**config.mk**
```make
export PLATFORM = sky130hd
export DESIGN_NAME = rtsw_ctrl
export DESIGN_NICKNAME = d
export VERILOG_FILES = /design/src/rtl/core/rtsw_pkg.sv /design/src/rtl/core/rtsw_ctrl.sv
export SDC_FILE = /design/constraint.sdc
export NUM_CORES = 1
export LEC_CHECK = 0
export ABC_CLOCK_PERIOD_IN_PS = 1200
export BUFFER_PORTS_ARGS = -buffer_cell sky130_fd_sc_hd__buf_2
export CORE_AREA = 3 3 40 42
export CTS_CLUSTER_DIAMETER = 50
export DETAILED_ROUTE_END_ITERATION = 10
export DIE_AREA = 0 0 43 45
export PLACE_DENSITY = 0.53
export SLEW_MARGIN = 20
export SYNTH_ARGS = -nofsm -noshare
export SYNTH_HDL_FRONTEND = slang
export SYNTH_SLANG_ARGS = --single-unit
```
**constraint.sdc**
```tcl
create_clock -name i_clk -period 1.2 [get_ports i_clk]
set_input_delay 0 -clock i_clk [delete_from_list [all_inputs] [get_ports i_clk]]
set_output_delay 0 -clock i_clk [all_outputs]
set_load 0.1 [all_outputs]
```
**src/rtl/core/rtsw_pkg.sv**
```systemverilog
// Shared constants, types and helper functions for the remap table block.
package rtsw_pkg;

    localparam int ENTRIES = 1024;
    localparam int ADDR_W  = $clog2(ENTRIES);
    localparam int IDX_W   = 10;
    localparam int LBL_W   = 10;

    typedef logic [1:0] t_op;

    localparam t_op OP_MOVE  = 2'd0;
    localparam t_op OP_SWAP  = 2'd1;
    localparam t_op OP_QUERY = 2'd2;
    localparam t_op OP_NOP   = 2'd3;

    // Commands from the controller to the datapath.
    typedef struct packed {
        logic clr;
        logic accept;
        logic mv_wr;
        logic sw_rd_b;
        logic sw_wr1;
        logic sw_wr2;
        logic qr_rd2;
        logic qr_out;
    } t_dp_cmd;

    // Status from the datapath to the controller.
    typedef struct packed {
        logic clr_last;
    } t_dp_sts;

    function automatic logic [ADDR_W-1:0] to_addr(input logic [IDX_W-1:0] v);
        logic [IDX_W+ADDR_W-1:0] w;
        w = {{ADDR_W{1'b0}}, v};
        return w[ADDR_W-1:0];
    endfunction

    function automatic logic [LBL_W-1:0] to_lbl(input logic [ADDR_W-1:0] v);
        logic [LBL_W+ADDR_W-1:0] w;
        w = {{LBL_W{1'b0}}, v};
        return w[LBL_W-1:0];
    endfunction

    function automatic logic in_range(input logic [IDX_W-1:0] v);
        return ({{(32-IDX_W){1'b0}}, v} < 32'(ENTRIES));
    endfunction

endpackage

```
**src/rtl/core/rtsw_ctrl.sv**
```systemverilog
// Controller: state machine that sequences table clearing and each operation.
module rtsw_ctrl
    import rtsw_pkg::*;
(
    input  logic    i_clk,
    input  logic    i_rst_n,
    input  logic    i_start,
    input  t_op     i_operation,
    input  t_dp_sts i_sts,
    output t_dp_cmd o_cmd,
    output logic    o_busy
);

    localparam logic [2:0] ST_CLEAR  = 3'd0;
    localparam logic [2:0] ST_IDLE   = 3'd1;
    localparam logic [2:0] ST_MV_WR  = 3'd2;
    localparam logic [2:0] ST_SW_RDB = 3'd3;
    localparam logic [2:0] ST_SW_WR1 = 3'd4;
    localparam logic [2:0] ST_SW_WR2 = 3'd5;
    localparam logic [2:0] ST_QR_RD2 = 3'd6;
    localparam logic [2:0] ST_QR_OUT = 3'd7;

    logic [2:0] r_state, n_state;
    logic       accept;

    assign accept = i_start && (r_state == ST_IDLE);

    always_comb begin
        n_state = r_state;
        case (r_state)
            ST_CLEAR: begin
                if (i_sts.clr_last) begin
                    n_state = ST_IDLE;
                end
            end
            ST_IDLE: begin
                if (accept) begin
                    case (i_operation)
                        OP_MOVE:  n_state = ST_MV_WR;
                        OP_SWAP:  n_state = ST_SW_RDB;
                        OP_QUERY: n_state = ST_QR_RD2;
                        default:  n_state = ST_IDLE;
                    endcase
                end
            end
            ST_MV_WR:  n_state = ST_IDLE;
            ST_SW_RDB: n_state = ST_SW_WR1;
            ST_SW_WR1: n_state = ST_SW_WR2;
            ST_SW_WR2: n_state = ST_IDLE;
            ST_QR_RD2: n_state = ST_QR_OUT;
            ST_QR_OUT: n_state = ST_IDLE;
            default:   n_state = ST_CLEAR;
        endcase
    end

    always_ff @(posedge i_clk) begin
        if (!i_rst_n) begin
            r_state <= ST_CLEAR;
        end else begin
            r_state <= n_state;
        end
    end

    always_comb begin
        o_cmd         = '0;
        o_cmd.clr     = (r_state == ST_CLEAR);
        o_cmd.accept  = accept;
        o_cmd.mv_wr   = (r_state == ST_MV_WR);
        o_cmd.sw_rd_b = (r_state == ST_SW_RDB);
        o_cmd.sw_wr1  = (r_state == ST_SW_WR1);
        o_cmd.sw_wr2  = (r_state == ST_SW_WR2);
        o_cmd.qr_rd2  = (r_state == ST_QR_RD2);
        o_cmd.qr_out  = (r_state == ST_QR_OUT);
    end

    assign o_busy = (r_state != ST_IDLE);

`ifndef SYNTHESIS
    a_clear_holds: assert property (@(posedge i_clk) disable iff (!i_rst_n)
        (r_state == ST_CLEAR && !i_sts.clr_last) |=> (r_state == ST_CLEAR))
        else $error("clearing pass left early");

    a_query_out: assert property (@(posedge i_clk) disable iff (!i_rst_n)
        o_cmd.qr_out |-> $past(o_cmd.qr_rd2))
        else $error("query result step without its second read");

    a_swap_order: assert property (@(posedge i_clk) disable iff (!i_rst_n)
        o_cmd.sw_wr2 |-> $past(o_cmd.sw_wr1) && $past(o_cmd.sw_rd_b, 2))
        else $error("swap steps out of order");
`endif

endmodule
```
# Word level (Yosys, flattened, before mapping)

Cells that the tools add are included.

Word-level logic and storage cells: 22
Register bits: 3
Output and inout bits: 9

Multiplexer cells: 4
Eq/ne operators: 12
Reduce and logical (&&, ||, !) cells: 5

Operators with widths:

| cell               | count |
|---|---|
| $pmux 3 s6         | 1 |
| $eq 3x3->1 const B | 4 |
| $pmux 3 s3         | 1 |
| $eq 3x2->1 const B | 2 |
| $mux 3             | 2 |
| $ne 2x2->1 const B | 2 |
| $eq 3x1->1 const B | 1 |
| $logic_not 3->1    | 1 |
| $ne 3x1->1 const B | 1 |
| $reduce_or 3->1    | 1 |
| $eq 2x1->1 const B | 1 |
| $eq 2x2->1 const B | 1 |
| $logic_not 2->1    | 1 |
| $reduce_and 2->1   | 1 |
| $logic_and 1x1->1  | 1 |

# Depth between registers and ports, before layout

Depth after elaboration: 4
Mapped depth: 4

# Least setup slack after synthesis

Ideal clock, no wire load.

Path type: register to output
Start point: register r_state[1]
End point: output o_cmd[5] (netlist bit)
Slack: -1.547 ns
Data arrival time: 2.747 ns
Path buffers: 1
Cell stages (with the launch flop): 3
Cell sequence: dfxtp_1 -> buf_2 -> nor3b_1

RTL lines:

| item                   | RTL line        | RTL |
|---|---|---|
| from (decl)            | rtsw_ctrl.sv:23 | `logic [2:0] r_state, n_state;` |
| from (signal assigned) | rtsw_ctrl.sv:60 | `r_state <= n_state;` |
| to (decl)              | rtsw_ctrl.sv:10 | `output t_dp_cmd o_cmd,` |

==> results.json <==
{
  "hpwl_um": 650.1,
  "tritoncts": "done",
  "fp.coreArea_mm2": 0.001285,
  "drv_cap": 0,
  "maximum_number_of_pins_on_one_net_before_global_route_repair": 11,
  "cpPeakStageDelay_ps": 370,
  "fmax_ghz": 0.8308,
  "number_of_enable_flip_flop_cells_after_synthesis": 0,
  "worst_path_top_cell_family_by_delay": "flip-flops",
  "synth-warning-count": 0,
  "drt-wirelength-per-cell_um": 12.36,
  "yosys-top-cells-area": "dfxtp_1 23%, o31ai_4 8.1%, and3b_1 6.6%",
  "grt_use_met1_pct": 8.675,
  "area_growth_pct": 131.8,
  "fillCellCount": 119,
  "status": "complete, but fails checks",
  "cts-buffers-inserted": 3,
  "routed_via_density": 4.536,
  "finalSetupViolations": 2,
  "remaining_drc_errors": 0,
  "antenna_left": 0,
  "post_synth_instance_area_um2": 264.0,
  "fin_worst_skew_ps": 10.20,
  "dieHeight_um": 45,
  "hold_class": "input port to register",
  "cts_max_path_buffers": 2,
  "postLayoutSetupSlackWorst_ps": -3.721,
  "effective_utilization_at_floorplan_pct": 20.55,
  "power_density_mw_per_mm2": 970.4,
  "track_usage_pct": 9.742,
  "rows": 13,
  "dr.pass1.iters": 2,
  "global_route.usage.met3_pct": 1.195,
  "die_w_um": 43,
  "largest_register": "r_state",
  "io_pins": 15,
  "finalCoreUtilization_pct": 47.61,
  "critPathSlowestCell": "dfxtp_4",
  "p_leak_uw": 0.0002610,
  "clock_tree.root_cell": "clkbuf_4",
  "design_power_uw": 593.7,
  "place_ws_ps": 135.1,
  "synth_sequential_area_ratio_pct": 22.75,
  "flip_flop_count_of_the_largest_register_all_copies_and_words_added": 3,
  "finalNetCount": 61,
  "drv_slew": 0,
  "clk-insertion-delay-late_ps": 250,
  "grt_util_met2_pct": 18.86,
  "yosysUniqueCellTypes": 21,
  "wire_length_of_the_first_global_routing_pass_um": 1311,
  "period_needed_ps": 1204,
  "violations_in_the_final_reports": "negative setup slack",
  "post_route_cells_drive_above_1_share_pct": 72.22,
  "largest_registers_in_the_final_layout": "r_state (3)",
  "clock_tree.htree_level_count": 1,
  "grt.overflow.total": 0,
  "routabilityCongestion": 0.7983,
  "worstPathArrival_ps": 1200,
  "syn_area_per_cell_um2": 8.000,
  "timing_worst_setup_path_type": "register to output pin",
  "grt_setup_unrepaired": "true",
  "synth_largest_type_area_fraction_pct": 22.75,
  "cell_type_with_the_highest_aggregate_area_in_the_netlist": "dfxtp_1",
  "worst_setup_path_end_kind": "output pin",
  "timing_worst_slew_pin_value_ps": 293.3,
  "clock_sink_count": 3,
  "wirelength_um": 853,
  "postSynthRegisterBits": 3,
  "floorplan.die_area_mm2": 0.001935,
  "peakVddDrop_mv": 0.4072,
  "synth_async_sr_flop_share_pct": 0,
  "worst-path-buf-inv": 2,
  "finalCritPeriodShare_pct": 100.3,
  "startpoint_type": "register",
  "grt_pass1_vias": 290,
  "path_max_fanout": 6,
  "numPortBuffers": 14,
  "gr-max-usage-layer": "met2",
  "relSlewSlack_pct": 80.19,
  "diodes": 0,
  "yosys_most_used_dff": "dfxtp_1",
  "crit_chain": "buf_4 > nor3b_4 > buf_12",
  "synth_instances": 33,
  "hold_violations": 0,
  "antenna_found_initial": 0,
  "syn_nets": 39,
  "clk_pin_slew_worst_paths_ps": 40,
  "routed-via-count": 313,
  "synth_common_cells": "3 x a21oi_1, 3 x dfxtp_1, 3 x nand2_1",
  "timing.critical_path.required_ps": 1200,
  "drt_iter0_markers": 6
}
## power by group
| group | total [uW] | internal, uW | switching, uW |
|---|---|---|---|
| registers | 115 | 105 | 10.7 |
| clock network | 188 | 125 | 62.6 |
| logic | 291 | 118 | 172 |
| total | 594 | 348 | 246 |
## final cells by class
cell class              count  area [um2]  share of cell area [%]
repair buffers             21       269.0                   43.97
multi-input cells          24       215.2                   35.17
flip-flops and latches      3       71.32                   11.66
clock buffers               4       26.28                   4.294
well taps                  15       18.77                   3.067
inverters                   2       11.26                   1.840
## stage by stage
step                cells  hold slack [ps]  area (um2)  TNS, ps
floorplan              33            110.7       319.1   -335.8
global placement       62            256.8       535.5        0
detailed placement     62            275.3       535.5        0
CTS                    68            16.71       594.3   -2.789
global route           69            31.54       611.8   -151.1
finish                 69            15.88       611.8   -6.364
## layer usage
metal / part of all wire, % / up-vias
li1: - / 156
met1: 33 / 143
met2: 58 / 12
met3: 6.2 / 2
met4: 2.0 / 0
met5: 0 / -
## layout by cell type, fill, tap and decap left out, types with 2 or more instances in the layout
| cell | n |
|---|---|
| a21oi_1 | 3 |
| and3b_2 | 2 |
| buf_12 | 9 |
| buf_2 | 5 |
| buf_4 | 5 |
| clkbuf_4 | 3 |
| dfxtp_4 | 3 |
| nand2_1 | 2 |
| nor2b_1 | 2 |
| nor3b_4 | 2 |
## logic make-up after synthesis
logic type	after synthesis	share of synthesized area, %
buffers and inverters	6	13.75
AND/OR/NAND/NOR	16	36.01
multiplexers	1	5.686
flip-flops	3	22.75
AO/OA/AOI/OAI	7	21.80
## final timing paths
kind / cells after the start / from / slack (ps) / end
setup / recovery: 3 / r_state[2] / -4 / o_cmd[3]
hold / removal: 3 / i_rst_n / 20 / r_state[2]
setup reg to reg: 3 / r_state[0] / 120 / r_state[1]
hold reg to reg: 2 / r_state[0] / 570 / r_state[2]
## worst register-to-register path: cells and delay by family, from the launching register on
family	cells	cell delay, ps
mux	1	320
compound gates	2	260
flops	1	370
## repair_timing
action	CTS	global route
hold buffers	0	0
endpoints found under the setup margin	7	7
pin swaps	1	0
gates resized for setup	6	3
setup buffers	2	1
Note: power is estimated with default switching activity, not from simulation.
